## src/rtl/assert_macros.svh

```systemverilog
// Assertion macros shared by the root block's modules.
`ifndef ASSERT_MACROS_SVH
`define ASSERT_MACROS_SVH

// A property that must hold at every clock edge outside reset.
`define ASSERT_HOLDS(label, prop, msg) \
  label: assert property (@(posedge clk) disable iff (!rst_n) (prop)) else $error(msg);

// A condition in one cycle that must be followed by another in the next cycle.
`define ASSERT_NEXT(label, pre, post, msg) \
  label: assert property (@(posedge clk) disable iff (!rst_n) (pre) |=> (post)) else $error(msg);

`endif

```

## src/rtl/ikr_pkg.sv

```systemverilog
// Shared constants and controller/datapath interface types for the k-th root block.
package ikr_pkg;

  localparam int WORD_BITS_DEF = 64;
  localparam int VALUE_BITS    = 64;
  localparam int DEGREE_BITS   = 7;
  // Width of the candidate digit multiplied into the trial power per cycle.
  localparam int DIGIT_BITS    = 16;

  typedef struct packed {
    logic load;    // capture a new radicand and degree
    logic trial;   // set up or resolve the trial of the current candidate bit
    logic mul;     // one digit step of the trial power multiply
    logic finish;  // write the result registers
  } cmd_t;

  typedef struct packed {
    logic special;   // zero input, degree one, or degree above the log of the radicand
    logic quick;     // candidate resolves without multiplying
    logic mul_end;   // the multiply step ends the trial of this bit
    logic last_bit;  // current candidate bit is bit zero
  } status_t;

endpackage

```

## src/rtl/ikr_ctrl.sv

```systemverilog
// Sequencing state machine for the k-th root block.
`include "assert_macros.svh"

module ikr_ctrl (
  input  logic            clk,
  input  logic            rst_n,
  input  logic            in_valid,
  output logic            in_ready,
  output logic            out_valid,
  input  logic            out_ready,
  input  ikr_pkg::status_t st,
  output ikr_pkg::cmd_t   cmd
);
  import ikr_pkg::*;

  typedef enum logic [2:0] {
    S_IDLE,
    S_SETUP,
    S_TRIAL,
    S_MUL,
    S_FIN
  } state_t;

  state_t state_r, state_nxt;
  logic   out_valid_r, out_valid_nxt;

  always_comb begin
    cmd           = '0;
    state_nxt     = state_r;
    out_valid_nxt = out_valid_r && !out_ready;
    case (state_r)
      S_IDLE: begin
        if (in_valid) begin
          cmd.load  = 1'b1;
          state_nxt = S_SETUP;
        end
      end
      S_SETUP: begin
        state_nxt = st.special ? S_FIN : S_TRIAL;
      end
      S_TRIAL: begin
        cmd.trial = 1'b1;
        if (st.quick) begin
          if (st.last_bit) state_nxt = S_FIN;
        end else begin
          state_nxt = S_MUL;
        end
      end
      S_MUL: begin
        cmd.mul = 1'b1;
        if (st.mul_end) state_nxt = st.last_bit ? S_FIN : S_TRIAL;
      end
      S_FIN: begin
        if (!out_valid_r || out_ready) begin
          cmd.finish    = 1'b1;
          out_valid_nxt = 1'b1;
          state_nxt     = S_IDLE;
        end
      end
      default: begin
        state_nxt = S_IDLE;
      end
    endcase
  end

  always_ff @(posedge clk) begin
    if (!rst_n) begin
      state_r     <= S_IDLE;
      out_valid_r <= 1'b0;
    end else begin
      state_r     <= state_nxt;
      out_valid_r <= out_valid_nxt;
    end
  end

  assign in_ready  = (state_r == S_IDLE);
  assign out_valid = out_valid_r;

  `ASSERT_HOLDS(a_fin_slot, cmd.finish |-> (!out_valid_r || out_ready), "result written over a pending beat")
  `ASSERT_NEXT(a_one_item, in_valid && in_ready, !in_ready, "second item taken while one is in work")
  `ASSERT_NEXT(a_fin_shows, cmd.finish, out_valid_r, "finished result not presented")

endmodule

```

## src/rtl/ikr_dpath.sv

```systemverilog
// Datapath of the k-th root block: bit-by-bit root search with a digit-serial power unit.
`include "assert_macros.svh"

module ikr_dpath #(
  parameter int WORD_BITS = ikr_pkg::WORD_BITS_DEF
) (
  input  logic                            clk,
  input  logic                            rst_n,
  input  ikr_pkg::cmd_t                   cmd,
  output ikr_pkg::status_t                st,
  input  logic [ikr_pkg::VALUE_BITS-1:0]  in_value,
  input  logic [ikr_pkg::DEGREE_BITS-1:0] in_degree,
  output logic [ikr_pkg::VALUE_BITS-1:0]  root_result,
  output logic [ikr_pkg::VALUE_BITS-1:0]  remainder_out,
  output logic                            input_valid
);
  import ikr_pkg::*;

  localparam int W     = WORD_BITS;
  // For degree two and up the root fits in half the word's bit count, rounded up.
  localparam int HALF  = (W + 1) / 2;
  localparam int BW    = (HALF > 1) ? $clog2(HALF) : 1;
  localparam int NDIG  = (HALF + DIGIT_BITS - 1) / DIGIT_BITS;
  localparam int CW    = NDIG * DIGIT_BITS;
  localparam int DGW   = (NDIG > 1) ? $clog2(NDIG) : 1;
  localparam int PW    = W + DIGIT_BITS + 1;
  localparam int START = HALF - 1;

  logic [W-1:0]           n_r, n_nxt;
  logic [DEGREE_BITS-1:0] k_r, k_nxt;
  logic [HALF-1:0]        r_r, r_nxt;
  logic [W-1:0]           pow_r, pow_nxt;
  logic [BW-1:0]          bit_r, bit_nxt;
  logic [W-1:0]           p_r, p_nxt;
  logic [W-1:0]           acc_r, acc_nxt;
  logic [DGW-1:0]         dig_r, dig_nxt;
  logic [DEGREE_BITS-1:0] mcnt_r, mcnt_nxt;
  logic [W-1:0]           root_r, root_nxt;
  logic [W-1:0]           rem_r, rem_nxt;
  logic                   ivld_r, ivld_nxt;

  logic [HALF-1:0]       cand;
  logic [W-1:0]          cand_w;
  logic [CW-1:0]         cand_pad;
  logic [DIGIT_BITS-1:0] digit;
  logic [PW-1:0]         prod;
  logic [PW-1:0]         step_sum;
  logic                  over;
  logic                  pow_done;
  logic                  zero_in;
  logic                  one_deg;
  logic                  big_deg;

  assign cand     = r_r | (HALF'(1) << bit_r);
  assign cand_w   = W'(cand);
  assign cand_pad = CW'(cand);
  assign digit    = cand_pad[dig_r * DIGIT_BITS +: DIGIT_BITS];

  // Product so far times one candidate digit, most significant digit first.
  assign prod     = PW'(p_r) * PW'(digit);
  assign step_sum = (PW'(acc_r) << DIGIT_BITS) + prod;
  // Once the partial sum passes the radicand, later digits only make it larger.
  assign over     = step_sum > PW'(n_r);
  assign pow_done = (dig_r == '0) && (mcnt_r == k_r - DEGREE_BITS'(1));

  assign zero_in  = (n_r == '0) || (k_r == '0);
  assign one_deg  = (k_r == DEGREE_BITS'(1));
  assign big_deg  = ((n_r >> k_r) == '0);

  assign st.special  = zero_in || one_deg || big_deg;
  assign st.quick    = (cand_w > n_r) || (cand == HALF'(1));
  assign st.mul_end  = over || pow_done;
  assign st.last_bit = (bit_r == '0);

  always_comb begin
    n_nxt    = n_r;
    k_nxt    = k_r;
    r_nxt    = r_r;
    pow_nxt  = pow_r;
    bit_nxt  = bit_r;
    p_nxt    = p_r;
    acc_nxt  = acc_r;
    dig_nxt  = dig_r;
    mcnt_nxt = mcnt_r;
    root_nxt = root_r;
    rem_nxt  = rem_r;
    ivld_nxt = ivld_r;

    if (cmd.load) begin
      n_nxt   = in_value[W-1:0];
      k_nxt   = in_degree;
      r_nxt   = '0;
      pow_nxt = '0;
      bit_nxt = BW'(START);
    end

    if (cmd.trial) begin
      if (st.quick) begin
        // A candidate of one always fits; one above the radicand never does.
        if (cand == HALF'(1)) begin
          r_nxt   = cand;
          pow_nxt = W'(1);
        end
        if (!st.last_bit) bit_nxt = bit_r - BW'(1);
      end else begin
        p_nxt    = cand_w;
        acc_nxt  = '0;
        dig_nxt  = DGW'(NDIG - 1);
        mcnt_nxt = DEGREE_BITS'(1);
      end
    end

    if (cmd.mul) begin
      if (over) begin
        if (!st.last_bit) bit_nxt = bit_r - BW'(1);
      end else if (dig_r == '0) begin
        if (pow_done) begin
          r_nxt   = cand;
          pow_nxt = step_sum[W-1:0];
          if (!st.last_bit) bit_nxt = bit_r - BW'(1);
        end else begin
          p_nxt    = step_sum[W-1:0];
          acc_nxt  = '0;
          dig_nxt  = DGW'(NDIG - 1);
          mcnt_nxt = mcnt_r + DEGREE_BITS'(1);
        end
      end else begin
        acc_nxt = step_sum[W-1:0];
        dig_nxt = dig_r - DGW'(1);
      end
    end

    if (cmd.finish) begin
      if (zero_in) begin
        root_nxt = '0;
        rem_nxt  = '0;
        ivld_nxt = 1'b0;
      end else if (one_deg) begin
        root_nxt = n_r;
        rem_nxt  = '0;
        ivld_nxt = 1'b1;
      end else if (big_deg) begin
        root_nxt = W'(1);
        rem_nxt  = n_r - W'(1);
        ivld_nxt = 1'b1;
      end else begin
        root_nxt = W'(r_r);
        rem_nxt  = n_r - pow_r;
        ivld_nxt = 1'b1;
      end
    end
  end

  always_ff @(posedge clk) begin
    n_r    <= n_nxt;
    k_r    <= k_nxt;
    r_r    <= r_nxt;
    pow_r  <= pow_nxt;
    bit_r  <= bit_nxt;
    p_r    <= p_nxt;
    acc_r  <= acc_nxt;
    dig_r  <= dig_nxt;
    mcnt_r <= mcnt_nxt;
    root_r <= root_nxt;
    rem_r  <= rem_nxt;
    ivld_r <= ivld_nxt;
  end

  assign root_result   = VALUE_BITS'(root_r);
  assign remainder_out = VALUE_BITS'(rem_r);
  assign input_valid   = ivld_r;

  `ASSERT_HOLDS(a_acc_bound, cmd.mul |-> (acc_r <= n_r), "partial power above radicand")
  `ASSERT_HOLDS(a_mcnt_range, cmd.mul |-> ((mcnt_r != '0) && (mcnt_r < k_r)), "power count out of range")
  `ASSERT_HOLDS(a_pow_bound, (cmd.finish && !st.special) |-> (pow_r <= n_r), "root power above radicand")

endmodule

```

## src/rtl/integer_kth_root_remainder.sv

```systemverilog
// Top level of the integer k-th root with remainder block.
//
// Usage: one input beat carries a radicand (in_value, low WORD_BITS bits used) and a
// degree (in_degree). One output beat returns the floor of the degree-th root, the
// remainder value minus root to the degree, and a flag that is low when the value or
// the degree is zero (root and remainder are then zero). Both channels use valid and
// ready. The block works on one item at a time: in_ready is high only while the
// sequencer is idle, but that idle state is reached as soon as a result has been
// written into the output register, so the next beat can be taken in the cycle after
// that write, while the previous result still waits for out_ready.
// Sequence: zero value, zero degree, degree one, and degrees above the base-two log
// of the value go from the setup step straight to the finish step. Otherwise the
// root is searched one bit at a time over the lower half of the word's bits (32 bits
// at 64): each bit gets a trial step, followed by the digit steps of the trial power
// multiply unless the candidate resolves without one, and the trial stops as soon as
// the running product passes the radicand. The shared digit multiplier sets the pace,
// and the sequencer passes through its idle state between items.
// Reset (rst_n low, synchronous) returns the sequencer to idle and drops out_valid.
// When the receiver stalls, the finished result holds in the output register and a
// further item waits in the last sequencing step until the register frees up.

module integer_kth_root_remainder #(
  parameter int WORD_BITS = ikr_pkg::WORD_BITS_DEF
) (
  input  logic                            clk,
  input  logic                            rst_n,
  input  logic                            in_valid,
  output logic                            in_ready,
  input  logic [ikr_pkg::VALUE_BITS-1:0]  in_value,
  input  logic [ikr_pkg::DEGREE_BITS-1:0] in_degree,
  output logic                            out_valid,
  input  logic                            out_ready,
  output logic [ikr_pkg::VALUE_BITS-1:0]  out_root_result,
  output logic [ikr_pkg::VALUE_BITS-1:0]  out_remainder_out,
  output logic                            out_input_valid
);
  import ikr_pkg::*;

  // Commands flow from the sequencer to the datapath; status flows back.
  cmd_t    cmd;
  status_t st;

  // The sequencer owns the handshakes and the output valid flag.
  ikr_ctrl u_ctrl (
    .clk       (clk),
    .rst_n     (rst_n),
    .in_valid  (in_valid),
    .in_ready  (in_ready),
    .out_valid (out_valid),
    .out_ready (out_ready),
    .st        (st),
    .cmd       (cmd)
  );

  // The datapath holds the operands, the root search and the output payload.
  ikr_dpath #(
    .WORD_BITS (WORD_BITS)
  ) u_dpath (
    .clk           (clk),
    .rst_n         (rst_n),
    .cmd           (cmd),
    .st            (st),
    .in_value      (in_value),
    .in_degree     (in_degree),
    .root_result   (out_root_result),
    .remainder_out (out_remainder_out),
    .input_valid   (out_input_valid)
  );

endmodule
```

## config.mk

```make
export PLATFORM = sky130hd
export DESIGN_NAME = integer_kth_root_remainder
export DESIGN_NICKNAME = d
export VERILOG_FILES = /design/src/rtl/ikr_pkg.sv /design/src/rtl/ikr_ctrl.sv /design/src/rtl/ikr_dpath.sv /design/src/rtl/integer_kth_root_remainder.sv
export VERILOG_INCLUDE_DIRS = /design/src /design/src/rtl
export SDC_FILE = /design/constraint.sdc
export NUM_CORES = 2
export LEC_CHECK = 0
export ABC_AREA = 1
export BUFFER_PORTS_ARGS = -buffer_cell sky130_fd_sc_hd__buf_4
export CAP_MARGIN = 40
export CORE_UTILIZATION = 46
export DETAILED_ROUTE_END_ITERATION = 16
export PLACE_DENSITY = 0.73
export SLEW_MARGIN = 20
export SYNTH_ARGS = -nofsm -noshare
export SYNTH_HDL_FRONTEND = slang
export SYNTH_SLANG_ARGS = --single-unit
```

## constraint.sdc

```tcl
create_clock -name clk -period 24.5 [get_ports clk]
set_input_delay 3.675 -clock clk [delete_from_list [all_inputs] [get_ports clk]]
set_output_delay 3.675 -clock clk [all_outputs]
set_load 0.01 [all_outputs]
```

==> flow_summary_export.csv <==
group,metric,value,unit
status,status,"finished clean",
clock_network,cts_max_level,2,
clock_network,cts_buffers,49,
pwr,p_int,3.449,mW
synthesis,synth_top_cell_by_area,"fa_1",
detailed_routing,ant_nets,0,
synthesis,postSynthAreaPerCell,7.283,um2
worst_setup_path,worstPathRequired,25.07,ns
worst_setup_path,cp_data_arrival_time,13.11,ns
detailed_routing,drtIter0Drc,7246,
synthesis,ys_top_cells_by_area,"fa_1 30%, nand2_1 15%, inv_1 11%",
placement,dp_hpwl,185000,um
final_layout,drive_above_1_share,6.245,%
synthesis,synth_nets,9922,
grt,grtUsageTotal,33.26,%
detailed_routing,drt-pass1-iter-count,9,
sta,rsz0062_at_grt,"no",
hold_path,whs_path_depth,2,
grt,grt_pass1_vias,57514,
sta,hold_violations,0,
sta,final_max_slew_viol_count,0,
synthesis,ys_ff_latch,441,
pwr,clockPowerShare,8.7,%
final_layout,nets,9989,
clock_network,clock-root-buffer,"clkbuf_16",
sta,fin_skew,0.04376,ns
worst_setup_path,regToRegSetupSlack,11.96,ns
floorplanning,rows,134,
synthesis,ys_types,58,
clock_network,cts_hold_buf,0,
final_layout,syn_to_final_growth,8.413,%
placement,gp_congestion,1.049,
synthesis,ys_warn_count,0,
floorplanning,core-area,134100,um2
grt,grt_max_degree,87,
grt,grt_pass1_wl,348300,um
floorplanning,die_area,137400,um2
grt,antenna_found_initial,4,
worst_setup_path,reg2regPathDepth,47,
worst_setup_path,cp.buffers_inverters,11,
synthesis,synth_common_cells,"2454 x nand2_1, 1805 x inv_1, 931 x fa_1",
clock_network,clk_pin_slew_worst_paths,0.07,ns
detailed_routing,via_per_inst,5.534,
sta,post-route-worst-setup-slack,11.96,ns
placement,io_buffers,205,
detailed_routing,drc,0,
final_layout,layoutNonFillerInstCount,10464,
worst_setup_path,cp_max_fo,62,
worst_setup_path,path_depth,47,
sta,max_freq,79.73,MHz
floorplanning,die_h,370.7,um
clock_network,clk_latency,0.67,ns
synthesis,synth_area,62540,um2
synthesis,yosysSeqAreaShare,17.32,%
clock_network,cts.sinks,441,
pwr,combPwrFrac,79.1,%
synthesis,synth_top_area_share,29.80,%
sta,setup_tns,0,ns
sta,slew_headroom,36.84,%
clock_network,clk_path_buf_depth,3,
hold_path,holdPathEnd,"u_dpath.pow_r[49]",
pwr,switching_share,60.95,%
worst_setup_path,slowest_delay,0.80,ns
pwr,leakagePower,33.03,nW
sta,worst_pin_slew,0.9461,ns
synthesis,yosysMostFrequentCell,"nand2_1",
worst_setup_path,cp_common_cell,"nand2_1",
clock_network,cts_tree,"built",
synthesis,postSynthCellCount,8587,
sta,period_needed,12.54,ns
floorplanning,start_util,46.63,%
detailed_routing,routed-via-count,57903,
hold_path,hp-class,"register to register",
placement,dp_slack,11.79,ns
synthesis,synth-main-ff-cell,"dfxtp_1",
worst_setup_path,timing_worst_setup_path_type,"register to register",
job,maxCapViolations,0,
pwr,power.density,130.3,nW/um2
worst_setup_path,endpoint_kind,"register",
grt,overflow,0,
worst_setup_path,worst_r2r_endpoint,"u_dpath.r_r[15]",
final_layout,n_fill_cell,13150,
worst_setup_path,critPathTopFamily,"adder cells",
synthesis,async_flop_share,0,%
clock_network,cts_resized,0,
placement,place_inst,10359,
sta,setup_viol,0,
worst_setup_path,critPathLaunchType,"register",
floorplanning,die_x,370.7,um
worst_setup_path,worstReg2RegStart,"u_dpath.bit_r[4]",
detailed_routing,wl_per_cell,21.70,um
pwr,power.total,8.833,mW
hold_path,hold_start,"u_dpath.pow_r[49]",
synthesis,synth-edff-count,200,
pwr,power_switching,5.384,mW
floorplanning,ios,206,
sta,period_share,51.19,%
clock_network,post_cts_buffers,0,
worst_setup_path,critPathSlowestCell,"dfxtp_1",
pwr,seq_power_share,12.2,%
detailed_routing,wirelength,227000,um
pwr,irDropWorstVdd,0.1922,mV
[layout make-up]
type	instances	area, um2	share of cell area, %
Multi-Input combinational cell	5977	43390	63.99
Sequential cell	441	10830	15.98
Inverter	1845	6928	10.22
Timing Repair Buffer	340	2839	4.187
Tap cell	1768	2212	3.263
Clock buffer	64	1339	1.975
Clock inverter	28	262.8	0.3875
Antenna cell	1	2.502	0.003691
[metrics by stage]
step | instance area, um2 | hold WS [ns] | utilization, %
CTS | 67570 | 0.4738 | 50.38
global route | 67800 | 0.4853 | 50.55
detailed placement | 65970 | 0.4631 | 49.18
floorplan | 62540 | 0.4455 | -
global placement | 65670 | 0.4582 | 48.96
finish | 67800 | 0.4749 | 50.55
[layout by cell type, fill, tap and decap left out, drive strengths merged, types with 42 or more instances in the layout]
cell type  synthesis  final
dfxtp            241    241
nand3            372    372
nand4             42     42
a21oi            322    322
o21ai            475    475
inv             1836   1839
nand2           2479   2479
clkbuf           207     64
ha               329    329
buf              117    340
nor2             731    731
fa               931    931
edfxtp           200    200
xor2              62     62
[routing by layer]
metal / routed length, um / track usage, %
met1: 92800 / 45.80
met2: 100400 / 51.51
met3: 24750 / 7.309
met4: 9082 / 11.55
met5: 0 / 0
[power groups by stage]
stage	Combinational [mW]	Clock [mW]	Sequential, mW
floorplan	3.94	0	0.986
global placement	6.60	0	1.09
detailed placement	6.76	0	1.09
CTS	6.82	0.772	1.07
global route	7.54	0.798	1.09
finish	6.98	0.767	1.08
[sequential cells by signal, indices dropped and copies added (netlist names)]
signal                 count
u_dpath.dig_r              1
u_ctrl.state_r             3
u_ctrl.out_valid           1
u_dpath.input_valid        1
u_dpath.mcnt_r             7
u_dpath.n_r               64
u_dpath.pow_r             64
u_dpath.acc_r             64
u_dpath.p_r               64
u_dpath.r_r               32
u_dpath.remainder_out     64
u_dpath.root_result       64
u_dpath.k_r                7
u_dpath.bit_r              5
[worst max-delay path by stage]
stage / start / end / slack, ns
4_1_cts: u_dpath.bit_r[4] / u_dpath.r_r[30] / 11.73
2_1_floorplan: out_ready / u_dpath.input_valid / 13.89
5_1_grt: u_dpath.bit_r[4] / u_dpath.r_r[8] / 11.24
3_3_place_gp: u_dpath.bit_r[2] / u_dpath.pow_r[0] / 11.55
6_report: u_dpath.bit_r[4] / u_dpath.r_r[15] / 11.96
3_5_place_dp: u_dpath.bit_r[4] / u_dpath.r_r[15] / 11.79
[kinds of logic after synthesis]
kind of cell / share of synthesized area [%]
xor gates and xnor gates: 1.176
muxes: 0.01800
buffers and inverters: 13.37
adders and majority gates: 36.38
DFF: 17.32
AOI/OAI and AO/OA: 7.969
and+or+nand+nor: 23.76
[worst reg2reg max path, delay by kind of cell (launching register included)]
family                   cells  cell delay [ns]
flip-flops                   1             0.80
AO/OA/AOI/OAI                6             1.97
adder cells (fa/ha/maj)      8             3.82
buffers and inverters       11             2.53
XOR/XNOR                     1             0.33
AND/OR/NAND/NOR             21             3.04
(Power assumes the default switching activity.)
